$ cat src/sv/rbf_kernel_evaluator_macros.svh
// Assertion macros shared by the rbf kernel evaluator modules.
`ifndef RBF_KERNEL_EVALUATOR_MACROS_SVH
`define RBF_KERNEL_EVALUATOR_MACROS_SVH

`ifndef SYNTHESIS

// ante implies cons in the same cycle
`define RBF_ASSERT_IMP(label, ante, cons) \
  label: assert property (@(posedge clk) disable iff (rst) (ante) |-> (cons)) \
    else $error("rbf assertion failed");

// ante implies cons in the next cycle
`define RBF_ASSERT_NXT(label, ante, cons) \
  label: assert property (@(posedge clk) disable iff (rst) (ante) |=> (cons)) \
    else $error("rbf assertion failed");

`else

`define RBF_ASSERT_IMP(label, ante, cons)
`define RBF_ASSERT_NXT(label, ante, cons)

`endif

`endif

$ cat src/sv/rbf_pkg.sv
// Shared types and constants of the rbf kernel evaluator.
package rbf_pkg;

  localparam int COORD_W  = 16;
  localparam int MAG_W    = 16;
  localparam int TERM_W   = 32;
  localparam int ACC_W    = 38;
  localparam int SCALE_W  = 32;
  localparam int KVAL_W   = 16;
  localparam int CFG_IDX_W = 1;

  localparam int QUEUE_DEPTH_DEF = 4;

  localparam logic [ACC_W-1:0] ACC_MAX = {ACC_W{1'b1}};

  // ln 2 in Q0.32
  localparam logic [31:0] LN2_Q32 = 32'hB17217F8;

  // register indexes
  localparam logic [CFG_IDX_W-1:0] REG_KERNEL_MODE   = 1'b0;
  localparam logic [CFG_IDX_W-1:0] REG_INVERSE_SCALE = 1'b1;

  localparam logic [SCALE_W-1:0] INVERSE_SCALE_RST = 32'd32768;

  // kernel modes
  localparam logic MODE_GAUSS   = 1'b0;
  localparam logic MODE_LAPLACE = 1'b1;

  // finished vector distance handed from front to back
  typedef struct packed {
    logic             valid;
    logic [ACC_W-1:0] dist_sum;
  } dist_req_t;

  typedef enum logic [3:0] {
    BK_IDLE,
    BK_MUL_LO,
    BK_MUL_HI,
    BK_ARG,
    BK_REDUCE,
    BK_TMUL,
    BK_TPREP,
    BK_TDIV,
    BK_ROUND,
    BK_DONE
  } bk_state_t;

endpackage

$ cat src/sv/rbf_front.sv
// Front end: distance term per coordinate pair and saturating accumulation.
module rbf_front #(
  parameter int DEPTH = rbf_pkg::QUEUE_DEPTH_DEF
) (
  input  logic                                clk,
  input  logic                                rst,
  input  logic                                push,
  output logic                                full,
  input  logic signed [rbf_pkg::COORD_W-1:0]  coord_a,
  input  logic signed [rbf_pkg::COORD_W-1:0]  coord_b,
  input  logic                                last_coord,
  input  logic                                kernel_mode,
  input  logic [$clog2(DEPTH+1)-1:0]          level,
  output rbf_pkg::dist_req_t                  q_req
);
  import rbf_pkg::*;

  localparam int CNT_W = $clog2(DEPTH + 1);
  // leave room for the two items in flight behind the input register
  localparam logic [CNT_W-1:0] LVL_STOP = CNT_W'(DEPTH - 2);

  logic                      accept;
  logic signed [COORD_W:0]   diff;
  logic [MAG_W-1:0]          mag;

  logic                      s1_valid;
  logic                      s1_last;
  logic                      s1_mode;
  logic [MAG_W-1:0]          s1_mag;

  logic                      s2_valid;
  logic                      s2_last;
  logic [TERM_W-1:0]         s2_term;

  logic [ACC_W-1:0]          acc;
  logic [ACC_W:0]            acc_sum;
  logic [ACC_W-1:0]          acc_sat;

  assign full   = (level >= LVL_STOP);
  assign accept = push && !full;

  assign diff = {coord_a[COORD_W-1], coord_a} - {coord_b[COORD_W-1], coord_b};
  assign mag  = diff[COORD_W] ? MAG_W'(-diff) : MAG_W'(diff);

  always_ff @(posedge clk) begin
    if (rst) begin
      s1_valid <= 1'b0;
      s2_valid <= 1'b0;
    end else begin
      s1_valid <= accept;
      s2_valid <= s1_valid;
    end
  end

  always_ff @(posedge clk) begin
    if (accept) begin
      s1_mag  <= mag;
      s1_last <= last_coord;
      s1_mode <= kernel_mode;
    end
    s2_last <= s1_last;
    s2_term <= (s1_mode == MODE_LAPLACE) ? TERM_W'(s1_mag) : s1_mag * s1_mag;
  end

  assign acc_sum = {1'b0, acc} + (ACC_W+1)'(s2_term);
  assign acc_sat = acc_sum[ACC_W] ? ACC_MAX : acc_sum[ACC_W-1:0];

  always_ff @(posedge clk) begin
    if (rst) begin
      acc <= '0;
    end else if (s2_valid) begin
      acc <= s2_last ? '0 : acc_sat;
    end
  end

  assign q_req.valid    = s2_valid && s2_last;
  assign q_req.dist_sum = acc_sat;

endmodule

$ cat src/sv/rbf_fifo.sv
// Short queue of finished distances between front and back end.
`include "rbf_kernel_evaluator_macros.svh"

module rbf_fifo #(
  parameter int DEPTH = rbf_pkg::QUEUE_DEPTH_DEF
) (
  input  logic                          clk,
  input  logic                          rst,
  input  rbf_pkg::dist_req_t            push_req,
  input  logic                          pop,
  output logic                          empty,
  output logic [rbf_pkg::ACC_W-1:0]     rd_dist,
  output logic [$clog2(DEPTH+1)-1:0]    level
);
  import rbf_pkg::*;

  localparam int CNT_W = $clog2(DEPTH + 1);
  localparam int PTR_W = (DEPTH > 1) ? $clog2(DEPTH) : 1;
  localparam logic [PTR_W-1:0] PTR_LAST = PTR_W'(DEPTH - 1);

  logic [ACC_W-1:0] mem [DEPTH];
  logic [PTR_W-1:0] wr_ptr;
  logic [PTR_W-1:0] rd_ptr;

  always_ff @(posedge clk) begin
    if (push_req.valid) begin
      mem[wr_ptr] <= push_req.dist_sum;
    end
  end

  always_ff @(posedge clk) begin
    if (rst) begin
      wr_ptr <= '0;
      rd_ptr <= '0;
      level  <= '0;
    end else begin
      if (push_req.valid) begin
        wr_ptr <= (wr_ptr == PTR_LAST) ? '0 : wr_ptr + 1'b1;
      end
      if (pop) begin
        rd_ptr <= (rd_ptr == PTR_LAST) ? '0 : rd_ptr + 1'b1;
      end
      case ({push_req.valid, pop})
        2'b10:   level <= level + 1'b1;
        2'b01:   level <= level - 1'b1;
        default: level <= level;
      endcase
    end
  end

  assign empty   = (level == '0);
  assign rd_dist = mem[rd_ptr];

  `RBF_ASSERT_IMP(fifo_no_overflow, push_req.valid && !pop, level != CNT_W'(DEPTH))
  `RBF_ASSERT_IMP(fifo_no_underflow, pop, level != '0)

endmodule

$ cat src/sv/rbf_back.sv
// Back end: scaling, range reduction, Taylor series and rounding of exp(-arg).
`include "rbf_kernel_evaluator_macros.svh"

module rbf_back (
  input  logic                          clk,
  input  logic                          rst,
  input  logic                          q_empty,
  input  logic [rbf_pkg::ACC_W-1:0]     q_dist,
  output logic                          q_pop,
  input  logic                          kernel_mode,
  input  logic [rbf_pkg::SCALE_W-1:0]   inverse_scale,
  output logic                          empty,
  input  logic                          pop,
  output logic [rbf_pkg::KVAL_W-1:0]    kernel_value,
  output logic [rbf_pkg::ACC_W-1:0]     distance
);
  import rbf_pkg::*;

  localparam logic [3:0] N_LAST  = 4'd12;
  localparam logic [4:0] K_TOP   = 5'd16;
  localparam logic [2:0] DIV_END = 3'd7;

  bk_state_t state, state_next;

  logic              out_valid;
  logic              out_load;

  logic [ACC_W-1:0]  dist_r;
  logic [31:0]       mul_a;
  logic [31:0]       mul_b;
  logic [63:0]       mul_prod;
  logic [47:0]       pl_r;
  logic [62:0]       arg;
  logic              arg_big;
  logic [36:0]       rem_r;
  logic              rem_ge;
  logic [4:0]        k_cnt;
  logic [31:0]       r_r;
  logic [31:0]       term_r;
  logic [3:0]        n_cnt;
  logic signed [34:0] sum_r;
  logic [31:0]       div_word;
  logic [3:0]        div_rem;
  logic [2:0]        div_cnt;
  logic [3:0]        div_q;
  logic [3:0]        div_rem_new;
  logic [4:0]        trial;
  logic [31:0]       term_new;
  logic [KVAL_W-1:0] kval_r;
  logic [33:0]       e_pos;
  logic [34:0]       rnd_sum;
  logic [34:0]       rnd_shift;
  logic [KVAL_W-1:0] kval_round;

  // scaled argument, Q47.16
  always_comb begin
    if (kernel_mode == MODE_LAPLACE) begin
      arg = {1'b0, mul_prod[53:0], 8'b0} + 63'(pl_r[47:8]);
    end else begin
      arg = 63'(mul_prod[53:0]) + 63'(pl_r[47:16]);
    end
  end
  assign arg_big = |arg[62:21];
  assign rem_ge  = (rem_r >= 37'(LN2_Q32));

  // four quotient bits of the term division per cycle
  always_comb begin
    div_rem_new = div_rem;
    div_q       = '0;
    trial       = '0;
    for (int i = 0; i < 4; i++) begin
      trial = {div_rem_new, div_word[31-i]};
      if (trial >= {1'b0, n_cnt}) begin
        div_q[3-i]  = 1'b1;
        div_rem_new = 4'(trial - {1'b0, n_cnt});
      end else begin
        div_rem_new = trial[3:0];
      end
    end
  end
  assign term_new = {div_word[27:0], div_q};

  // e / 2^(k+16), rounded to nearest
  assign e_pos      = sum_r[34] ? '0 : sum_r[33:0];
  assign rnd_sum    = {1'b0, e_pos} + (35'(1) << (6'(k_cnt) + 6'd15));
  assign rnd_shift  = rnd_sum >> (6'(k_cnt) + 6'd16);
  assign kval_round = (|rnd_shift[34:16]) ? {KVAL_W{1'b1}} : rnd_shift[15:0];

  assign out_load = (state == BK_DONE) && (!out_valid || pop);

  always_ff @(posedge clk) begin
    if (rst) begin
      state <= BK_IDLE;
    end else begin
      state <= state_next;
    end
  end

  always_comb begin
    state_next = state;
    q_pop      = 1'b0;
    mul_a      = term_r;
    mul_b      = r_r;
    unique case (state)
      BK_IDLE: begin
        if (!q_empty) begin
          q_pop      = 1'b1;
          state_next = BK_MUL_LO;
        end
      end
      BK_MUL_LO: begin
        mul_a      = 32'(dist_r[15:0]);
        mul_b      = inverse_scale;
        state_next = BK_MUL_HI;
      end
      BK_MUL_HI: begin
        mul_a      = 32'(dist_r[ACC_W-1:16]);
        mul_b      = inverse_scale;
        state_next = BK_ARG;
      end
      BK_ARG:    state_next = arg_big ? BK_DONE : BK_REDUCE;
      BK_REDUCE: begin
        if (!rem_ge) begin
          state_next = BK_TMUL;
        end else if (k_cnt == K_TOP) begin
          state_next = BK_DONE;
        end
      end
      BK_TMUL:   state_next = BK_TPREP;
      BK_TPREP:  state_next = BK_TDIV;
      BK_TDIV: begin
        if (div_cnt == DIV_END) begin
          state_next = (n_cnt == N_LAST) ? BK_ROUND : BK_TMUL;
        end
      end
      BK_ROUND:  state_next = BK_DONE;
      BK_DONE: begin
        if (out_load) begin
          state_next = BK_IDLE;
        end
      end
      default:   state_next = BK_IDLE;
    endcase
  end

  always_ff @(posedge clk) begin
    mul_prod <= 64'(mul_a) * 64'(mul_b);
    case (state)
      BK_IDLE:   dist_r <= q_dist;
      BK_MUL_HI: pl_r <= mul_prod[47:0];
      BK_ARG: begin
        rem_r  <= {arg[20:0], 16'b0};
        k_cnt  <= '0;
        kval_r <= '0;
      end
      BK_REDUCE: begin
        if (rem_ge) begin
          rem_r <= rem_r - 37'(LN2_Q32);
          k_cnt <= k_cnt + 1'b1;
        end else begin
          // first term folded in: t1 = r
          r_r    <= rem_r[31:0];
          term_r <= rem_r[31:0];
          sum_r  <= 35'sh1_0000_0000 - $signed({3'b0, rem_r[31:0]});
          n_cnt  <= 4'd2;
        end
      end
      BK_TPREP: begin
        div_word <= mul_prod[63:32];
        div_rem  <= '0;
        div_cnt  <= '0;
      end
      BK_TDIV: begin
        div_word <= term_new;
        div_rem  <= div_rem_new;
        div_cnt  <= div_cnt + 1'b1;
        if (div_cnt == DIV_END) begin
          term_r <= term_new;
          n_cnt  <= n_cnt + 1'b1;
          if (n_cnt[0]) begin
            sum_r <= sum_r - $signed({3'b0, term_new});
          end else begin
            sum_r <= sum_r + $signed({3'b0, term_new});
          end
        end
      end
      BK_ROUND:  kval_r <= kval_round;
      default: begin
      end
    endcase
  end

  always_ff @(posedge clk) begin
    if (rst) begin
      out_valid <= 1'b0;
    end else if (out_load) begin
      out_valid <= 1'b1;
    end else if (pop) begin
      out_valid <= 1'b0;
    end
  end

  always_ff @(posedge clk) begin
    if (out_load) begin
      kernel_value <= kval_r;
      distance     <= dist_r;
    end
  end

  assign empty = !out_valid;

  `RBF_ASSERT_IMP(bk_k_range, state == BK_REDUCE, k_cnt <= K_TOP)
  `RBF_ASSERT_NXT(bk_out_load, out_load, out_valid)
  `RBF_ASSERT_IMP(bk_pop_only_idle, q_pop, state == BK_IDLE && !q_empty)

endmodule

$ cat src/sv/rbf_kernel_evaluator.sv
// Top level of the Gaussian / Laplacian radial basis kernel evaluator.
//
//  channel   | handshake          | payload
//  ----------+--------------------+----------------------------------------
//  coords in | push / full        | coord_a, coord_b (Q8.8), last_coord
//  result    | pop / empty        | kernel_value (Q0.16), distance
//  config    | wr_en (no wait)    | wr_index, wr_data
//
// Coordinate requests are taken one per cycle while full is low; the front
// pipeline (difference, term multiply, saturating accumulate) is three registers deep.
// Each vector then passes through the back end: one shared 32x32 multiplier, 1 to 17
// range-reduction steps, and 11 Taylor terms, each a multiply, a load and eight
// 4-bit steps of the divide by n; a kernel flushed to zero, early or past the
// k cutoff, skips the series.
// full rises once DEPTH-2 finished distances wait in the queue; empty falls when
// the result register holds a request, and the back end stalls until it is popped.
// Synchronous reset clears the accumulator, the queue and the result register
// and returns the registers to Gaussian mode with scale 0.5; no clearing pass.
module rbf_kernel_evaluator #(
  parameter int QUEUE_DEPTH = rbf_pkg::QUEUE_DEPTH_DEF
) (
  input  logic                                clk,
  input  logic                                rst,
  // coordinate pairs
  input  logic                                push,
  output logic                                full,
  input  logic signed [rbf_pkg::COORD_W-1:0]  coord_a,
  input  logic signed [rbf_pkg::COORD_W-1:0]  coord_b,
  input  logic                                last_coord,
  // results
  output logic                                empty,
  input  logic                                pop,
  output logic [rbf_pkg::KVAL_W-1:0]          kernel_value,
  output logic [rbf_pkg::ACC_W-1:0]           distance,
  // register writes
  input  logic                                wr_en,
  input  logic [rbf_pkg::CFG_IDX_W-1:0]       wr_index,
  input  logic [rbf_pkg::SCALE_W-1:0]         wr_data
);
  import rbf_pkg::*;

  localparam int CNT_W = $clog2(QUEUE_DEPTH + 1);

  logic               kernel_mode;
  logic [SCALE_W-1:0] inverse_scale;

  dist_req_t          q_req;
  logic [CNT_W-1:0]   q_level;
  logic               q_empty;
  logic               q_pop;
  logic [ACC_W-1:0]   q_dist;

  // configuration registers; the user must write them only while the block is idle
  // (the block itself does not enforce it), so both halves read them live
  always_ff @(posedge clk) begin
    if (rst) begin
      kernel_mode   <= MODE_GAUSS;
      inverse_scale <= INVERSE_SCALE_RST;
    end else if (wr_en) begin
      unique case (wr_index)
        REG_KERNEL_MODE:   kernel_mode   <= wr_data[0];
        REG_INVERSE_SCALE: inverse_scale <= wr_data;
        default: begin
        end
      endcase
    end
  end

  // accumulate |a-b| or (a-b)^2 per request, hand off the sum on the last one
  rbf_front #(
    .DEPTH (QUEUE_DEPTH)
  ) u_front (
    .clk         (clk),
    .rst         (rst),
    .push        (push),
    .full        (full),
    .coord_a     (coord_a),
    .coord_b     (coord_b),
    .last_coord  (last_coord),
    .kernel_mode (kernel_mode),
    .level       (q_level),
    .q_req       (q_req)
  );

  // decouples the front, one request per cycle while not full, from the slow exponential
  rbf_fifo #(
    .DEPTH (QUEUE_DEPTH)
  ) u_fifo (
    .clk      (clk),
    .rst      (rst),
    .push_req (q_req),
    .pop      (q_pop),
    .empty    (q_empty),
    .rd_dist  (q_dist),
    .level    (q_level)
  );

  // exp(-distance*scale) with range reduction and a 13-term series
  rbf_back u_back (
    .clk           (clk),
    .rst           (rst),
    .q_empty       (q_empty),
    .q_dist        (q_dist),
    .q_pop         (q_pop),
    .kernel_mode   (kernel_mode),
    .inverse_scale (inverse_scale),
    .empty         (empty),
    .pop           (pop),
    .kernel_value  (kernel_value),
    .distance      (distance)
  );

endmodule
$ cat config.mk
export PLATFORM = sky130hd
export DESIGN_NAME = rbf_kernel_evaluator
export DESIGN_NICKNAME = d
export VERILOG_FILES = /design/src/sv/rbf_pkg.sv /design/src/sv/rbf_front.sv /design/src/sv/rbf_fifo.sv /design/src/sv/rbf_back.sv /design/src/sv/rbf_kernel_evaluator.sv
export VERILOG_INCLUDE_DIRS = /design/src /design/src/sv
export SDC_FILE = /design/constraint.sdc
export NUM_CORES = 2
export LEC_CHECK = 0
export BUFFER_PORTS_ARGS = -buffer_cell sky130_fd_sc_hd__buf_4
export CAP_MARGIN = 10
export CORE_ASPECT_RATIO = 0.9
export CORE_UTILIZATION = 40
export DETAILED_ROUTE_END_ITERATION = 7
export PLACE_DENSITY = 0.56
export SLEW_MARGIN = 30
export SYNTH_ARGS = -nofsm -noshare
export SYNTH_HDL_FRONTEND = slang
export SYNTH_SLANG_ARGS = --single-unit
$ cat constraint.sdc
create_clock -name clk -period 15 [get_ports clk]
set_input_delay 3.75 -clock clk [delete_from_list [all_inputs] [get_ports clk]]
set_output_delay 3.75 -clock clk [all_outputs]
set_load 0.01 [all_outputs]
==> qor.yml <==
wirelength_mm: 234.7
grt.overflow.total: 0
path_clk_slew_ps: 60
min_to: "u_front.s2_last$_DFF_P_"
drtIter0Drc: 4192
synthArstFlopShare_pct: 0
relSlewSlack_pct: 26.10
post-dp-hpwl_mm: 183.1
drive_above_1_share_pct: 6.397
synth_area_um2: 76340
drc: 0
avgSynthCellArea_um2: 9.414
synth_top_cell_by_area: "fa_1"
tightestPinTransition_ps: 1109
synth-edff-count: 496
crit_arrival_ps: 11870
status: "finished, final reports clean"
die-area_um2: 192600
r2r_start: "u_back.n_cnt[1]$_SDFFCE_PN1P_"
synthAdderAreaFrac_pct: 36.95
final.setup_skew_ps: 57.79
hold_viol: 0
die_x_um: 462.5
clk_latency_ps: 740
cts_buffer_depth: 3
nNetsFinal: 9748
fmax_ghz: 0.08764
crit_path_max_fanout: 9
netlist.area_leader.share_pct: 28.03
worst-r2r-cell-count: 47
synthToLayoutAreaGrowth_pct: 8.352
synth_mux_area_share_pct: 2.000
grt_pass1_wl_mm: 362.7
synth_seq_area_share_pct: 24.28
start_kind: "register"
ys_warn_count: 0
critPathKind: "register to register"
die_h_um: 416.4
cts_tree: "yes"
drt-pass1-iter-count: 6
reg2reg_slack_ps: 3590
synth_simple_gate_area_share_pct: 15.07
critPathMaxStageDelay_ps: 610
ctsHoldBuffers: 0
hp-start: "u_front.s1_last$_DFFE_PP_"
synth_top_family_by_area: "adder cells"
via_per_inst: 5.395
antenna_found_initial: 9
post-cts-setup-buffers: 0
htreeDepth: 3
required_ps: 15460
synthCells: 8109
period_needed_ps: 11410
port_buffers: 126
grt_max_degree: 168
setup_tns_ps: 0
cts-resized-gates: 0
dr_total_vias: 57480
ys.flop_type: "edfxtp_1"
track_usage_pct: 24.57
crit_path_frequent_cell: "o21ai_0"
routabilityCongestion: 0.9597
r2r_end: "u_back.sum_r[34]$_SDFFCE_PN0P_"
finalSetupViolations: 0
cts-buffers-inserted: 78
ios: 127
rows: 151
min_period_over_period_pct: 76.07
postRouteAntennaNets: 0
cts.sinks: 678
drv_slew: 0
ys_ff_latch: 678
cp_slowest_cell: "a211oi_2"
cap_violations: 0
synth_compound_area_share_pct: 9.744
wire_per_inst_um: 22.03
end_kind: "register"
synth_cell_types: 97
synth.area.top_cells: "fa_1 (28%), edfxtp_1 (20%), ha_1 (8.9%)"
hold_path_class: "register to register"
start_util_pct: 40.41
rsz0062_at_grt: "false"
root_buffer: "clkbuf_16"
synth-xor-area-share_pct: 3.476
grt_pass1_vias: 59720
core_area_um2: 188900
holdPathStages: 0
-- critical path, delay by kind of cell (launching register included) --
family	cells	cell delay [ps]
adders and majority gates	6	1650
AOI/OAI and AO/OA	22	5310
xor gates and xnor gates	2	360
and+or+nand+nor	11	2030
buffers and inverters	5	820
DFF	1	500
muxes	1	450
-- Yosys cell counts, types with 29 or more instances --
library cell / n
a211oi_1: 43
mux4_2: 42
nor2_1: 454
a21oi_1: 356
nor2b_1: 89
and3_1: 130
nand4_1: 47
o21ai_0: 201
nor3_1: 84
inv_1: 1336
a21o_1: 121
clkbuf_1: 345
dfxtp_1: 182
a22o_1: 51
and2_1: 138
fa_1: 1069
nand3_1: 97
xnor2_1: 183
nand2b_1: 59
o211ai_1: 38
o21a_1: 52
nand2_1: 1312
ha_1: 544
edfxtp_1: 496
a31oi_1: 35
xor2_1: 120
mux2i_1: 40
nor4_1: 29
-- through the flow --
step / hold WS [ps] / util (%) / area, um2 / setup slack (ps) / std cells
after floorplan: 323.3 / - / 76450 / 5269 / 8140
after global placement: 328.7 / 42.33 / 79980 / 3435 / 10510
after detailed placement: 329.6 / 42.37 / 80050 / 3607 / 10510
after CTS: 325.4 / 43.77 / 82700 / 3520 / 10650
after global routing: 335.1 / 43.78 / 82710 / 2432 / 10650
final: 320.7 / 43.78 / 82710 / 3590 / 10650
-- area by class of cell --
type / instances / area, um2
multi-input combinational: 5746 / 51650
inverter: 1337 / 5019
timing repair buffer: 223 / 1687
clock inverter: 55 / 644.4
tap: 2524 / 3158
antenna: 1 / 2.502
fill: 18430 / 106200
clock buffer: 90 / 2007
sequential: 678 / 18540
-- layer usage --
metal,routed length [um],up-vias,GRT usage (%),share of wire [%]
met2,107000,1978,39.62,46
li1,-,26110,-,-
met5,47,-,0,0.020
met4,9920,6,9.285,4.2
met3,14840,419,3.259,6.3
met1,102900,28960,33.64,44
-- layout by cell type, fill, tap and decap left out, types with 27 or more instances in the layout --
master | synthesis | routed
o21bai_1 | 27 | 27
a21o_1 | 121 | 120
and3_1 | 130 | 124
nand2b_1 | 59 | 59
a21oi_1 | 356 | 348
a31oi_1 | 35 | 35
inv_1 | 1336 | 1336
o21a_1 | 52 | 52
a211oi_1 | 43 | 43
nand4_1 | 47 | 47
nor4_1 | 29 | 27
edfxtp_1 | 496 | 496
o211ai_1 | 38 | 38
nor2b_1 | 89 | 88
nor3_1 | 84 | 83
clkbuf_16 | 0 | 78
conb_1 | 2 | 33
buf_4 | 0 | 222
fa_1 | 1069 | 1069
nand3_1 | 97 | 96
a22o_1 | 51 | 47
ha_1 | 544 | 544
xnor2_1 | 183 | 183
or3_1 | 27 | 27
mux4_2 | 42 | 42
and2_1 | 138 | 137
nand2_1 | 1312 | 1303
o21ai_0 | 201 | 199
nor2_1 | 454 | 451
dfxtp_1 | 182 | 180
mux2i_1 | 40 | 33
xor2_1 | 120 | 120
-- kinds of logic after synthesis --
family	count (synthesis)
adders and majority gates	1613
buffers and inverters	1716
xor gates and xnor gates	303
AOI/OAI and AO/OA	1141
muxes	98
other	2
DFF	678
and+or+nand+nor	2558
-- worst max path at each step --
stage	start	end	slack, ps	depth (start not counted)
6_report	u_back.n_cnt[1]$_SDFFCE_PN1P_	u_back.sum_r[34]$_SDFFCE_PN0P_	3590	47
5_1_grt	u_back.n_cnt[1]$_SDFFCE_PN1P_	u_back.sum_r[34]$_SDFFCE_PN0P_	2430	47
4_1_cts	u_back.n_cnt[1]$_SDFFCE_PN1P_	u_back.sum_r[34]$_SDFFCE_PN0P_	3520	47
3_5_place_dp	u_back.n_cnt[1]$_SDFFCE_PN1P_	u_back.sum_r[34]$_SDFFCE_PN0P_	3610	47
3_3_place_gp	u_back.n_cnt[1]$_SDFFCE_PN1P_	u_back.sum_r[34]$_SDFFCE_PN0P_	3430	47
2_1_floorplan	u_back.n_cnt[1]$_SDFFCE_PN1P_	u_back.sum_r[30]$_DFFE_PP_	5270	48
-- state kept, by name, summed over array words and instances, names as in the netlist, 3 cells and up --
| name | flops |
|---|---|
| u_fifo.mem | 152 |
| u_back.mul_prod | 64 |
| u_back.pl_r | 40 |
| u_back.dist_r | 38 |
| u_back.distance | 38 |
| u_front.acc | 38 |
| u_back.sum_r | 35 |
| u_back.rem_r | 34 |
| inverse_scale | 32 |
| u_back.div_word | 32 |
| u_back.term_r | 32 |
| u_front.s2_term | 32 |
| u_back.r_r | 29 |
| u_back.kernel_value | 16 |
| u_back.kval_r | 16 |
| u_front.s1_mag | 16 |
| u_back.k_cnt | 5 |
| u_back.div_rem | 4 |
| u_back.n_cnt | 4 |
| u_back.state | 4 |
| u_back.div_cnt | 3 |
| u_fifo.level | 3 |
Power is not shown: default switching activity piles up to over one toggle a cycle in this logic, so the estimate is an artifact.
